$ cat config.mk
export PLATFORM = sky130hd
export DESIGN_NAME = epoch_seconds_to_calendar
export DESIGN_NICKNAME = d
export VERILOG_FILES = /design/src/hdl/ecal_pkg.sv /design/src/hdl/ecal_pipe_ctrl.sv /design/src/hdl/ecal_day_split.sv /design/src/hdl/ecal_time_calc.sv /design/src/hdl/ecal_date_calc.sv /design/src/hdl/epoch_seconds_to_calendar.sv
export SDC_FILE = /design/constraint.sdc
export NUM_CORES = 2
export LEC_CHECK = 0
export BUFFER_PORTS_ARGS = -buffer_cell sky130_fd_sc_hd__buf_2
export CAP_MARGIN = 20
export CORE_MARGIN = 2
export CORE_UTILIZATION = 65
export DETAILED_ROUTE_END_ITERATION = 6
export GPL_TIMING_DRIVEN = 0
export PLACE_DENSITY_LB_ADDON = 0.15
export REMOVE_ABC_BUFFERS = 1
export SLEW_MARGIN = 5
export SYNTH_ARGS = -nofsm -noshare
export SYNTH_HDL_FRONTEND = slang
export SYNTH_SLANG_ARGS = --single-unit
export TNS_END_PERCENT = 10
$ cat constraint.sdc
create_clock -name clock -period 10.8 [get_ports clock]
set_input_delay 2.16 -clock clock [delete_from_list [all_inputs] [get_ports clock]]
set_output_delay 2.16 -clock clock [all_outputs]
set_load 0.005 [all_outputs]
$ cat src/hdl/ecal_pkg.sv
// Shared types, constants and functions for the epoch seconds to calendar converter.
// Used by every module of the block; depends on nothing.
package ecal_pkg;

   localparam int STAGES = 8;

   typedef logic [STAGES-1:0] stage_en_type;

   localparam int EPOCH_SECONDS_W = 31;
   localparam int DAYS_W          = 15;
   localparam int SOD_W           = 17;
   localparam int YOFF_W          = 7;
   localparam int DOY_W           = 9;
   localparam int YEAR_W          = 11;
   localparam int MONTH_W         = 4;
   localparam int DAY_W           = 5;
   localparam int HOUR_W          = 5;
   localparam int MINUTE_W        = 6;
   localparam int SECOND_W        = 6;
   localparam int WEEKDAY_W       = 3;

   localparam logic [YEAR_W-1:0]  EPOCH_YEAR    = 11'd1970;
   localparam logic [3:0]         EPOCH_WEEKDAY = 4'd4;
   localparam logic [MONTH_W-1:0] LAST_MONTH    = 4'd12;
   localparam logic [30:0]        SECS_PER_DAY  = 31'd86400;
   localparam logic [16:0]        SECS_PER_HOUR = 17'd3600;
   localparam logic [11:0]        SECS_PER_MIN  = 12'd60;
   localparam logic [14:0]        DAYS_PER_YEAR = 15'd365;
   localparam logic [14:0]        DAYS_PER_WEEK = 15'd7;

   // Rounded-up reciprocals; each shift is wide enough for an exact quotient
   // over the full operand range.
   localparam int DAY_SHIFT  = 34;
   localparam int YEAR_SHIFT = 24;
   localparam int WEEK_SHIFT = 20;
   localparam int HOUR_SHIFT = 24;
   localparam int MIN_SHIFT  = 16;
   localparam int MON_SHIFT  = 16;

   localparam logic [24:0] DAY_RECIP  = 25'((64'd1 << DAY_SHIFT) / 64'd675 + 64'd1);
   localparam logic [15:0] YEAR_RECIP = 16'((64'd1 << YEAR_SHIFT) / 64'd365 + 64'd1);
   localparam logic [17:0] WEEK_RECIP = 18'((64'd1 << WEEK_SHIFT) / 64'd7 + 64'd1);
   localparam logic [16:0] HOUR_RECIP = 17'((64'd1 << HOUR_SHIFT) / 64'd225 + 64'd1);
   localparam logic [12:0] MIN_RECIP  = 13'((64'd1 << MIN_SHIFT) / 64'd15 + 64'd1);
   localparam logic [11:0] MON_RECIP  = 12'((64'd1 << MON_SHIFT) / 64'd31 + 64'd1);

   // Days in the year before the first day of month m, for m from 1 to 13.
   function automatic logic [DOY_W-1:0] days_to_month(input logic leap,
                                                      input logic [MONTH_W-1:0] m);
      logic [DOY_W-1:0] d;
      case (m)
         4'd1:    d = 9'd0;
         4'd2:    d = 9'd31;
         4'd3:    d = 9'd59;
         4'd4:    d = 9'd90;
         4'd5:    d = 9'd120;
         4'd6:    d = 9'd151;
         4'd7:    d = 9'd181;
         4'd8:    d = 9'd212;
         4'd9:    d = 9'd243;
         4'd10:   d = 9'd273;
         4'd11:   d = 9'd304;
         4'd12:   d = 9'd334;
         4'd13:   d = 9'd365;
         default: d = 9'd0;
      endcase
      if (leap && m > 4'd2) begin
         d = d + 9'd1;
      end
      return d;
   endfunction

endpackage

$ cat src/hdl/ecal_pipe_ctrl.sv
// Valid bits and stage enables for the converter pipeline.
// Depends on ecal_pkg.
module ecal_pipe_ctrl (
   input  logic                  clock,
   input  logic                  reset,
   input  logic                  req_valid,
   output logic                  req_stall,
   output logic                  rsp_valid,
   input  logic                  rsp_stall,
   output ecal_pkg::stage_en_type en
);
   import ecal_pkg::*;

   logic [STAGES-1:0] valid_ff;
   logic [STAGES-1:0] valid_in;
   logic [STAGES-1:0] prev_valid;
   logic [STAGES:0]   ready;

   always_comb begin
      ready[STAGES] = !rsp_stall;
      for (int k = STAGES - 1; k >= 0; k--) begin
         ready[k] = !valid_ff[k] || ready[k+1];
      end
      prev_valid = {valid_ff[STAGES-2:0], req_valid};
      for (int k = 0; k < STAGES; k++) begin
         valid_in[k] = ready[k] ? prev_valid[k] : valid_ff[k];
      end
   end

   always_ff @(posedge clock) begin
      if (reset) begin
         valid_ff <= '0;
      end else begin
         valid_ff <= valid_in;
      end
   end

   assign en        = ready[STAGES-1:0];
   assign req_stall = !ready[0];
   assign rsp_valid = valid_ff[STAGES-1];

`ifndef NO_ASSERTIONS
   a_free_when_empty: assert property (@(posedge clock) disable iff (reset)
      !rsp_valid |-> !req_stall)
      else $error("input stalled although the output stage is empty");
   a_stall_only_full: assert property (@(posedge clock) disable iff (reset)
      req_stall |-> ($countones(valid_ff) == STAGES))
      else $error("input stalled with a bubble in the pipeline");
   a_reset_empties: assert property (@(posedge clock)
      reset |=> !rsp_valid)
      else $error("result valid right after reset");
`endif

endmodule

$ cat src/hdl/ecal_day_split.sv
// Splits the second count into whole days and seconds of the day (stages 0 to 2).
// Depends on ecal_pkg.
module ecal_day_split (
   input  logic                                   clock,
   input  ecal_pkg::stage_en_type                 en,
   input  logic [ecal_pkg::EPOCH_SECONDS_W-1:0]   epoch_seconds,
   output logic [ecal_pkg::DAYS_W-1:0]            days,
   output logic [ecal_pkg::SOD_W-1:0]             sod
);
   import ecal_pkg::*;

   logic [EPOCH_SECONDS_W-1:0] t0_ff;
   logic [EPOCH_SECONDS_W-1:0] t1_ff;
   logic [DAYS_W-1:0]          days1_ff;
   logic [DAYS_W-1:0]          days1_in;
   logic [DAYS_W-1:0]          days2_ff;
   logic [SOD_W-1:0]           sod2_ff;
   logic [SOD_W-1:0]           sod2_in;
   logic [48:0]                day_prod;
   logic [30:0]                day_secs;
   logic [30:0]                sod_full;

   always_comb begin
      day_prod = 49'(t0_ff[30:7]) * 49'(DAY_RECIP);
      days1_in = day_prod[DAY_SHIFT +: DAYS_W];
      day_secs = 31'(days1_ff) * SECS_PER_DAY;
      sod_full = t1_ff - day_secs;
      sod2_in  = sod_full[SOD_W-1:0];
   end

   always_ff @(posedge clock) begin
      if (en[0]) begin
         t0_ff <= epoch_seconds;
      end
      if (en[1]) begin
         t1_ff    <= t0_ff;
         days1_ff <= days1_in;
      end
      if (en[2]) begin
         days2_ff <= days1_ff;
         sod2_ff  <= sod2_in;
      end
   end

   assign days = days2_ff;
   assign sod  = sod2_ff;

endmodule

$ cat src/hdl/ecal_time_calc.sv
// Hour, minute and second from the seconds of the day (stages 3 to 7).
// Depends on ecal_pkg.
module ecal_time_calc (
   input  logic                             clock,
   input  ecal_pkg::stage_en_type           en,
   input  logic [ecal_pkg::SOD_W-1:0]       sod,
   output logic [ecal_pkg::HOUR_W-1:0]      hour,
   output logic [ecal_pkg::MINUTE_W-1:0]    minute,
   output logic [ecal_pkg::SECOND_W-1:0]    second
);
   import ecal_pkg::*;

   logic [SOD_W-1:0]    sod3_ff;
   logic [HOUR_W-1:0]   hour3_ff, hour3_in, hour4_ff, hour5_ff, hour6_ff, hour7_ff;
   logic [11:0]         rem4_ff, rem4_in, rem5_ff;
   logic [MINUTE_W-1:0] min5_ff, min5_in, min6_ff, min7_ff;
   logic [SECOND_W-1:0] sec6_ff, sec6_in, sec7_ff;
   logic [29:0]         hour_prod;
   logic [16:0]         hour_secs;
   logic [16:0]         rem_full;
   logic [22:0]         min_prod;
   logic [11:0]         min_secs;
   logic [11:0]         sec_full;

   always_comb begin
      hour_prod = 30'(sod[SOD_W-1:4]) * 30'(HOUR_RECIP);
      hour3_in  = hour_prod[HOUR_SHIFT +: HOUR_W];
      hour_secs = 17'(hour3_ff) * SECS_PER_HOUR;
      rem_full  = sod3_ff - hour_secs;
      rem4_in   = rem_full[11:0];
      min_prod  = 23'(rem4_ff[11:2]) * 23'(MIN_RECIP);
      min5_in   = min_prod[MIN_SHIFT +: MINUTE_W];
      min_secs  = 12'(min5_ff) * SECS_PER_MIN;
      sec_full  = rem5_ff - min_secs;
      sec6_in   = sec_full[SECOND_W-1:0];
   end

   always_ff @(posedge clock) begin
      if (en[3]) begin
         sod3_ff  <= sod;
         hour3_ff <= hour3_in;
      end
      if (en[4]) begin
         rem4_ff  <= rem4_in;
         hour4_ff <= hour3_ff;
      end
      if (en[5]) begin
         rem5_ff  <= rem4_ff;
         min5_ff  <= min5_in;
         hour5_ff <= hour4_ff;
      end
      if (en[6]) begin
         sec6_ff  <= sec6_in;
         min6_ff  <= min5_ff;
         hour6_ff <= hour5_ff;
      end
      if (en[7]) begin
         sec7_ff  <= sec6_ff;
         min7_ff  <= min6_ff;
         hour7_ff <= hour6_ff;
      end
   end

   assign hour   = hour7_ff;
   assign minute = min7_ff;
   assign second = sec7_ff;

endmodule

$ cat src/hdl/ecal_date_calc.sv
// Year, month, day of month and weekday from the whole day count (stages 3 to 7).
// Depends on ecal_pkg.
module ecal_date_calc (
   input  logic                             clock,
   input  ecal_pkg::stage_en_type           en,
   input  logic                             out_valid,
   input  logic [ecal_pkg::DAYS_W-1:0]      days,
   output logic [ecal_pkg::YEAR_W-1:0]      year,
   output logic [ecal_pkg::MONTH_W-1:0]     month,
   output logic [ecal_pkg::DAY_W-1:0]       day,
   output logic [ecal_pkg::WEEKDAY_W-1:0]   weekday
);
   import ecal_pkg::*;

   logic [DAYS_W-1:0]    days3_ff, days4_ff;
   logic [YOFF_W-1:0]    yoff3_ff, yoff3_in, yoff4_ff, yoff5_ff, yoff5_in;
   logic [11:0]          week3_ff, week3_in;
   logic [DAYS_W-1:0]    dty0_ff, dty0_in, dty1_ff, dty1_in;
   logic [WEEKDAY_W-1:0] wd4_ff, wd4_in, wd5_ff, wd6_ff, wd7_ff;
   logic [DOY_W-1:0]     doy5_ff, doy5_in, doy6_ff;
   logic                 leap5_ff, leap5_in, leap6_ff;
   logic [YEAR_W-1:0]    year6_ff, year7_ff;
   logic [MONTH_W-1:0]   mon6_ff, mon6_in, mon7_ff, mon7_in;
   logic [DAY_W-1:0]     dom7_ff, dom7_in;
   logic [30:0]          year_prod;
   logic [DAYS_W-1:0]    days_plus;
   logic [32:0]          week_prod;
   logic [DAYS_W-1:0]    week_days;
   logic [DAYS_W-1:0]    wd_full;
   logic [DAYS_W-1:0]    doy_full;
   logic [20:0]          mon_prod;
   logic [MONTH_W-1:0]   mon_est;
   logic [MONTH_W-1:0]   mon_next;
   logic                 bump;
   logic [DOY_W-1:0]     dom_full;

   always_comb begin
      year_prod = 31'(days) * 31'(YEAR_RECIP);
      yoff3_in  = year_prod[YEAR_SHIFT +: YOFF_W];
      days_plus = days + DAYS_W'(EPOCH_WEEKDAY);
      week_prod = 33'(days_plus) * 33'(WEEK_RECIP);
      week3_in  = week_prod[WEEK_SHIFT +: 12];

      // Within 1970 to 2038 every fourth year from 1972 is a leap year.
      dty0_in   = DAYS_W'(yoff3_ff) * DAYS_PER_YEAR
                  + DAYS_W'((8'(yoff3_ff) + 8'd1) >> 2);
      dty1_in   = DAYS_W'(yoff3_ff - YOFF_W'(1)) * DAYS_PER_YEAR
                  + DAYS_W'(yoff3_ff >> 2);
      week_days = DAYS_W'(week3_ff) * DAYS_PER_WEEK;
      wd_full   = days3_ff + DAYS_W'(EPOCH_WEEKDAY) - week_days;
      wd4_in    = wd_full[WEEKDAY_W-1:0];

      if (days4_ff < dty0_ff) begin
         yoff5_in = yoff4_ff - YOFF_W'(1);
         doy_full = days4_ff - dty1_ff;
      end else begin
         yoff5_in = yoff4_ff;
         doy_full = days4_ff - dty0_ff;
      end
      doy5_in  = doy_full[DOY_W-1:0];
      leap5_in = (yoff5_in[1:0] == 2'd2);

      mon_prod = 21'(doy5_ff) * 21'(MON_RECIP);
      mon_est  = mon_prod[MON_SHIFT +: MONTH_W] + MONTH_W'(1);
      mon6_in  = (mon_est > LAST_MONTH) ? LAST_MONTH : mon_est;

      mon_next = mon6_ff + MONTH_W'(1);
      bump     = (doy6_ff >= days_to_month(leap6_ff, mon_next)) && (mon6_ff < LAST_MONTH);
      mon7_in  = bump ? mon_next : mon6_ff;
      dom_full = doy6_ff - days_to_month(leap6_ff, mon7_in) + DOY_W'(1);
      dom7_in  = dom_full[DAY_W-1:0];
   end

   always_ff @(posedge clock) begin
      if (en[3]) begin
         days3_ff <= days;
         yoff3_ff <= yoff3_in;
         week3_ff <= week3_in;
      end
      if (en[4]) begin
         days4_ff <= days3_ff;
         yoff4_ff <= yoff3_ff;
         dty0_ff  <= dty0_in;
         dty1_ff  <= dty1_in;
         wd4_ff   <= wd4_in;
      end
      if (en[5]) begin
         yoff5_ff <= yoff5_in;
         doy5_ff  <= doy5_in;
         leap5_ff <= leap5_in;
         wd5_ff   <= wd4_ff;
      end
      if (en[6]) begin
         year6_ff <= EPOCH_YEAR + YEAR_W'(yoff5_ff);
         doy6_ff  <= doy5_ff;
         leap6_ff <= leap5_ff;
         mon6_ff  <= mon6_in;
         wd6_ff   <= wd5_ff;
      end
      if (en[7]) begin
         year7_ff <= year6_ff;
         mon7_ff  <= mon7_in;
         dom7_ff  <= dom7_in;
         wd7_ff   <= wd6_ff;
      end
   end

   assign year    = year7_ff;
   assign month   = mon7_ff;
   assign day     = dom7_ff;
   assign weekday = wd7_ff;

`ifndef NO_ASSERTIONS
   a_month_range: assert property (@(posedge clock)
      out_valid |-> (mon7_ff >= 4'd1 && mon7_ff <= LAST_MONTH))
      else $error("month out of range");
   a_day_range: assert property (@(posedge clock)
      out_valid |-> (dom7_ff >= 5'd1))
      else $error("day of month is zero");
   a_weekday_range: assert property (@(posedge clock)
      out_valid |-> (wd7_ff <= 3'd6))
      else $error("weekday out of range");
`endif

endmodule

$ cat src/hdl/epoch_seconds_to_calendar.sv
// Top level of the epoch seconds to Gregorian calendar converter.
// Depends on ecal_pkg, ecal_pipe_ctrl, ecal_day_split, ecal_time_calc and ecal_date_calc.
//
//   channel   direction   handshake                 payload
//   req       in          req_valid / req_stall     req_epoch_seconds
//   rsp       out         rsp_valid / rsp_stall     rsp_year .. rsp_weekday
//
// An item passes eight pipeline stages, stage 0 to stage 7; its result is valid once it
// reaches stage 7. Unless req_stall is high, one item can be accepted every cycle;
// constant divisions use reciprocal multipliers.
// Reset is synchronous and clears only the stage valid bits.
// A stalled result holds the unbroken run of full stages behind it; empty stages fill.
module epoch_seconds_to_calendar (
   input  logic                                  clock,
   input  logic                                  reset,
   input  logic                                  req_valid,
   output logic                                  req_stall,
   input  logic [ecal_pkg::EPOCH_SECONDS_W-1:0]  req_epoch_seconds,
   output logic                                  rsp_valid,
   input  logic                                  rsp_stall,
   output logic [ecal_pkg::YEAR_W-1:0]           rsp_year,
   output logic [ecal_pkg::MONTH_W-1:0]          rsp_month,
   output logic [ecal_pkg::DAY_W-1:0]            rsp_day,
   output logic [ecal_pkg::HOUR_W-1:0]           rsp_hour,
   output logic [ecal_pkg::MINUTE_W-1:0]         rsp_minute,
   output logic [ecal_pkg::SECOND_W-1:0]         rsp_second,
   output logic [ecal_pkg::WEEKDAY_W-1:0]        rsp_weekday
);
   import ecal_pkg::*;

   stage_en_type      en;
   logic [DAYS_W-1:0] days;
   logic [SOD_W-1:0]  sod;

   ecal_pipe_ctrl u_ctrl (
      .clock     (clock),
      .reset     (reset),
      .req_valid (req_valid),
      .req_stall (req_stall),
      .rsp_valid (rsp_valid),
      .rsp_stall (rsp_stall),
      .en        (en)
   );

   ecal_day_split u_split (
      .clock         (clock),
      .en            (en),
      .epoch_seconds (req_epoch_seconds),
      .days          (days),
      .sod           (sod)
   );

   ecal_time_calc u_time (
      .clock  (clock),
      .en     (en),
      .sod    (sod),
      .hour   (rsp_hour),
      .minute (rsp_minute),
      .second (rsp_second)
   );

   ecal_date_calc u_date (
      .clock     (clock),
      .en        (en),
      .out_valid (rsp_valid),
      .days      (days),
      .year      (rsp_year),
      .month     (rsp_month),
      .day       (rsp_day),
      .weekday   (rsp_weekday)
   );

endmodule
==> flow_summary_export.csv <==
group,metric,value,unit
yosys,avgSynthCellArea,11.8,sq um
worst_setup_path,critical_path_class,"flop to flop",
floorplan,fp-row-count,85,
yosys,synth_compound_area_share,5.51,%
global_route,grt_max_degree,45,
worst_setup_path,crit_fanout,7,
sta,finalCritPeriodShare,72.7,%
yosys,ys_warn_count,0,
yosys,yosys.area_share.simple,3.63,%
sta,drv_slew,0,
yosys,ys_seq_area_share,27.8,%
sta,skew,0.0310,ns
drt,routed_via_density,5.48,
worst_setup_path,reg2reg_slack,2.94,ns
yosys,synth_edf_count,321,
layout,fin_nets,4327,
worst_setup_path,crit_path_start_kind,"flop",
layout,final_common_cell,"ha_1",
global_route,grt_use_total,25.3,%
place,io_buffers,76,
drt,drt_iter0_markers,776,
floorplan,die_y,237,um
sta,tightest_slew,0.953,ns
drt,routed_wl,66900,um
clocking,cts_root_buffer,"clkbuf_16",
global_route,grt_pass1_wl,113000,um
drt,wl_per_cell,17.5,um
layout,drive_gt1_share,5.46,%
drt,drtPass1Iterations,5,
sta,setup_viol,0,
worst_setup_path,worstReg2RegStart,"u_date.mon6_ff[0]$_SDFFCE_PN0P_",
clocking,clk_pin_slew,0.06,ns
layout,area_growth,7.53,%
clocking,cts_resized,0,
layout,fillers,3740,
status,outcome,"completed",
hold_path,hp-start,"u_date.days3_ff[6]$_DFFE_PP_",
clocking,clockBufferDepth,3,
worst_setup_path,endpoint_kind,"flop",
hold_path,hp-class,"flop to flop",
floorplan,die_width,237,um
yosys,synthXorXnorAreaFrac,4.55,%
floorplan,core_area,53700,sq um
yosys,muxShareOfSynthArea,0.885,%
place,dpl.hpwl,56600,um
sta,maxSlewHeadroom,36.5,%
place,gp_congestion,0.947,
clocking,clock-sinks,329,
worst_setup_path,required,11.09,ns
clocking,numCtsBuffers,39,
global_route,overflow,0,
layout,layout_common_cells,"ha_1 (829), inv_1 (696), fa_1 (362)",
hold_path,holdPathStages,0,
drt,antenna_left,0,
floorplan,die_area,56000,sq um
floorplan,initial_core_util,65.5,%
clocking,hold_buffers,0,
sta,rsz0062_at_grt,"no",
sta,finalHoldViolCount,0,
global_route,grt_pass1_vias,23100,
clocking,clock_latency,0.57,ns
drt,drc,0,
clocking,cts_setup_buffers,0,
clocking,cts_tree,"built",
yosys,synth-main-ff-cell,"edfxtp_1",
hold_path,holdPathEnd,"u_date.days4_ff[6]$_DFFE_PP_",
floorplan,io_pins,77,
worst_setup_path,r2r_cells,27,
yosys,synth_cells,2985,
yosys,synth-async-reset-ratio,0,%
yosys,synth_area_leaders,"ha_1 (29%), edfxtp_1 (27%), fa_1 (21%)",
sta,tns,0,ns
drt,dr_total_vias,21000,
worst_setup_path,worst_ep_arrival_time,8.15,ns
yosys,synth_cell_types,68,
yosys,synth_area,35200,sq um
global_route,grt_antenna_before_repair,2,
yosys,synth-adder-area-share,50.0,%
worst_setup_path,r2r-end,"u_date.day[4]$_DFFE_PP_",
sta,period_minus_slack,7.86,ns
job,cap_violations,0,
sta,timing.fmax,127,MHz
yosys,yosys.area.top_type,"ha_1",
clocking,htree_levels,2,
yosys,synth_top_area_share,29.5,%
yosys,synth_top_family_by_area,"adder cells",
yosys,synth_seq_cells,329,
per-layer routing:
metal | part of all wire [%] | up-vias | global-route usage, %
met5 | 0.040 | - | 0
met4 | 2.0 | 4 | 5.93
met3 | 4.3 | 100 | 3.58
met2 | 50 | 360 | 45.3
met1 | 43 | 10300 | 32.5
li1 | - | 10200 | -
area by class of cell:
class / instances / area, sq um / area share, %
clock buffer: 47 / 1040 / 2.74
antenna: 1 / 2.50 / 0.00661
timing repair buffer: 81 / 495 / 1.31
inverter: 699 / 2620 / 6.93
clock inverter: 24 / 259 / 0.684
sequential: 329 / 9800 / 25.9
multi-input combinational: 1951 / 22800 / 60.1
tap: 696 / 871 / 2.30
state kept, by name, indices dropped and copies added (netlist names), 8 cells and up:
| name | count |
|---|---|
| u_ctrl.valid_ff | 8 |
| u_date.days3_ff | 15 |
| u_date.days4_ff | 15 |
| u_date.doy5_ff | 9 |
| u_date.doy6_ff | 9 |
| u_date.dty0_ff | 15 |
| u_date.dty1_ff | 9 |
| u_date.year | 9 |
| u_date.year6_ff | 9 |
| u_split.days | 15 |
| u_split.days1_ff | 15 |
| u_split.sod | 17 |
| u_split.t0_ff | 31 |
| u_split.t1_ff | 17 |
| u_time.rem4_ff | 12 |
| u_time.sod3_ff | 12 |
critical path, stage by stage, from the launching register on:
cell      delay, ns
edfxtp_1       0.51
ha_1           0.30
xnor2_1        0.64
inv_1          0.33
ha_1           0.41
o21ai_0        0.32
nand4_1        0.19
a21oi_1        0.29
xor2_1         0.22
ha_1           0.26
o21a_1         0.19
o21a_1         0.21
and3_1         0.19
a221o_1        0.40
xnor2_1        0.36
inv_1          0.13
ha_1           0.23
mux4_2         0.51
ha_1           0.22
nand3_1        0.12
xor2_1         0.19
ha_1           0.30
ha_1           0.30
a21o_1         0.18
a21oi_1        0.17
xnor2_1        0.15
xnor2_1        0.15
xnor2_1        0.12
kinds of logic (layout without fill, tap and decap cells):
logic type,after synthesis,in the layout
DFF,329,329
muxes,28,28
xor gates and xnor gates,183,183
other,0,1
AOI/OAI and AO/OA,294,294
and+or+nand+nor,255,255
buffers and inverters,705,851
adders and majority gates,1191,1191
worst max-delay path by stage:
stage,cells after the start,startpoint,slack (ns),endpoint
after floorplan,6,rsp_stall,3.94,req_stall
after global placement,8,rsp_stall,2.66,req_stall
after detailed placement,27,u_date.mon6_ff[0]$_SDFFCE_PN0P_,2.99,u_date.day[4]$_DFFE_PP_
after CTS,30,u_date.mon6_ff[0]$_SDFFCE_PN0P_,2.94,u_date.day[4]$_DFFE_PP_
after global routing,30,u_date.mon6_ff[0]$_SDFFCE_PN0P_,2.40,u_date.day[4]$_DFFE_PP_
final,27,u_date.mon6_ff[0]$_SDFFCE_PN0P_,2.94,u_date.day[4]$_DFFE_PP_
synth_stat cells, drive strengths merged, types with 15 or more instances:
master,instances
ha,829
inv,699
fa,362
edfxtp,321
xnor2,130
a21oi,88
nor2,65
nand2,57
xor2,53
a21o,50
o21ai,48
nand3,27
mux2i,25
nand4,19
nand2b,18
nor2b,17
o21a,17
o21bai,15
through the flow:
step / hold slack [ns] / utilization (%) / setup WS, ns / cell area, sq um / std cells
after floorplan: 0.400 / - / 3.94 / 35200 / 2979
after global placement: 0.401 / 67.8 / 2.66 / 36400 / 3751
after detailed placement: 0.405 / 68.1 / 2.99 / 36600 / 3756
after CTS: 0.405 / 70.5 / 2.94 / 37900 / 3827
after global routing: 0.409 / 70.5 / 2.40 / 37900 / 3827
final: 0.408 / 70.5 / 2.94 / 37900 / 3828
Power is not shown: default switching activity piles up to over one toggle a cycle in this logic, so the estimate is an artifact.
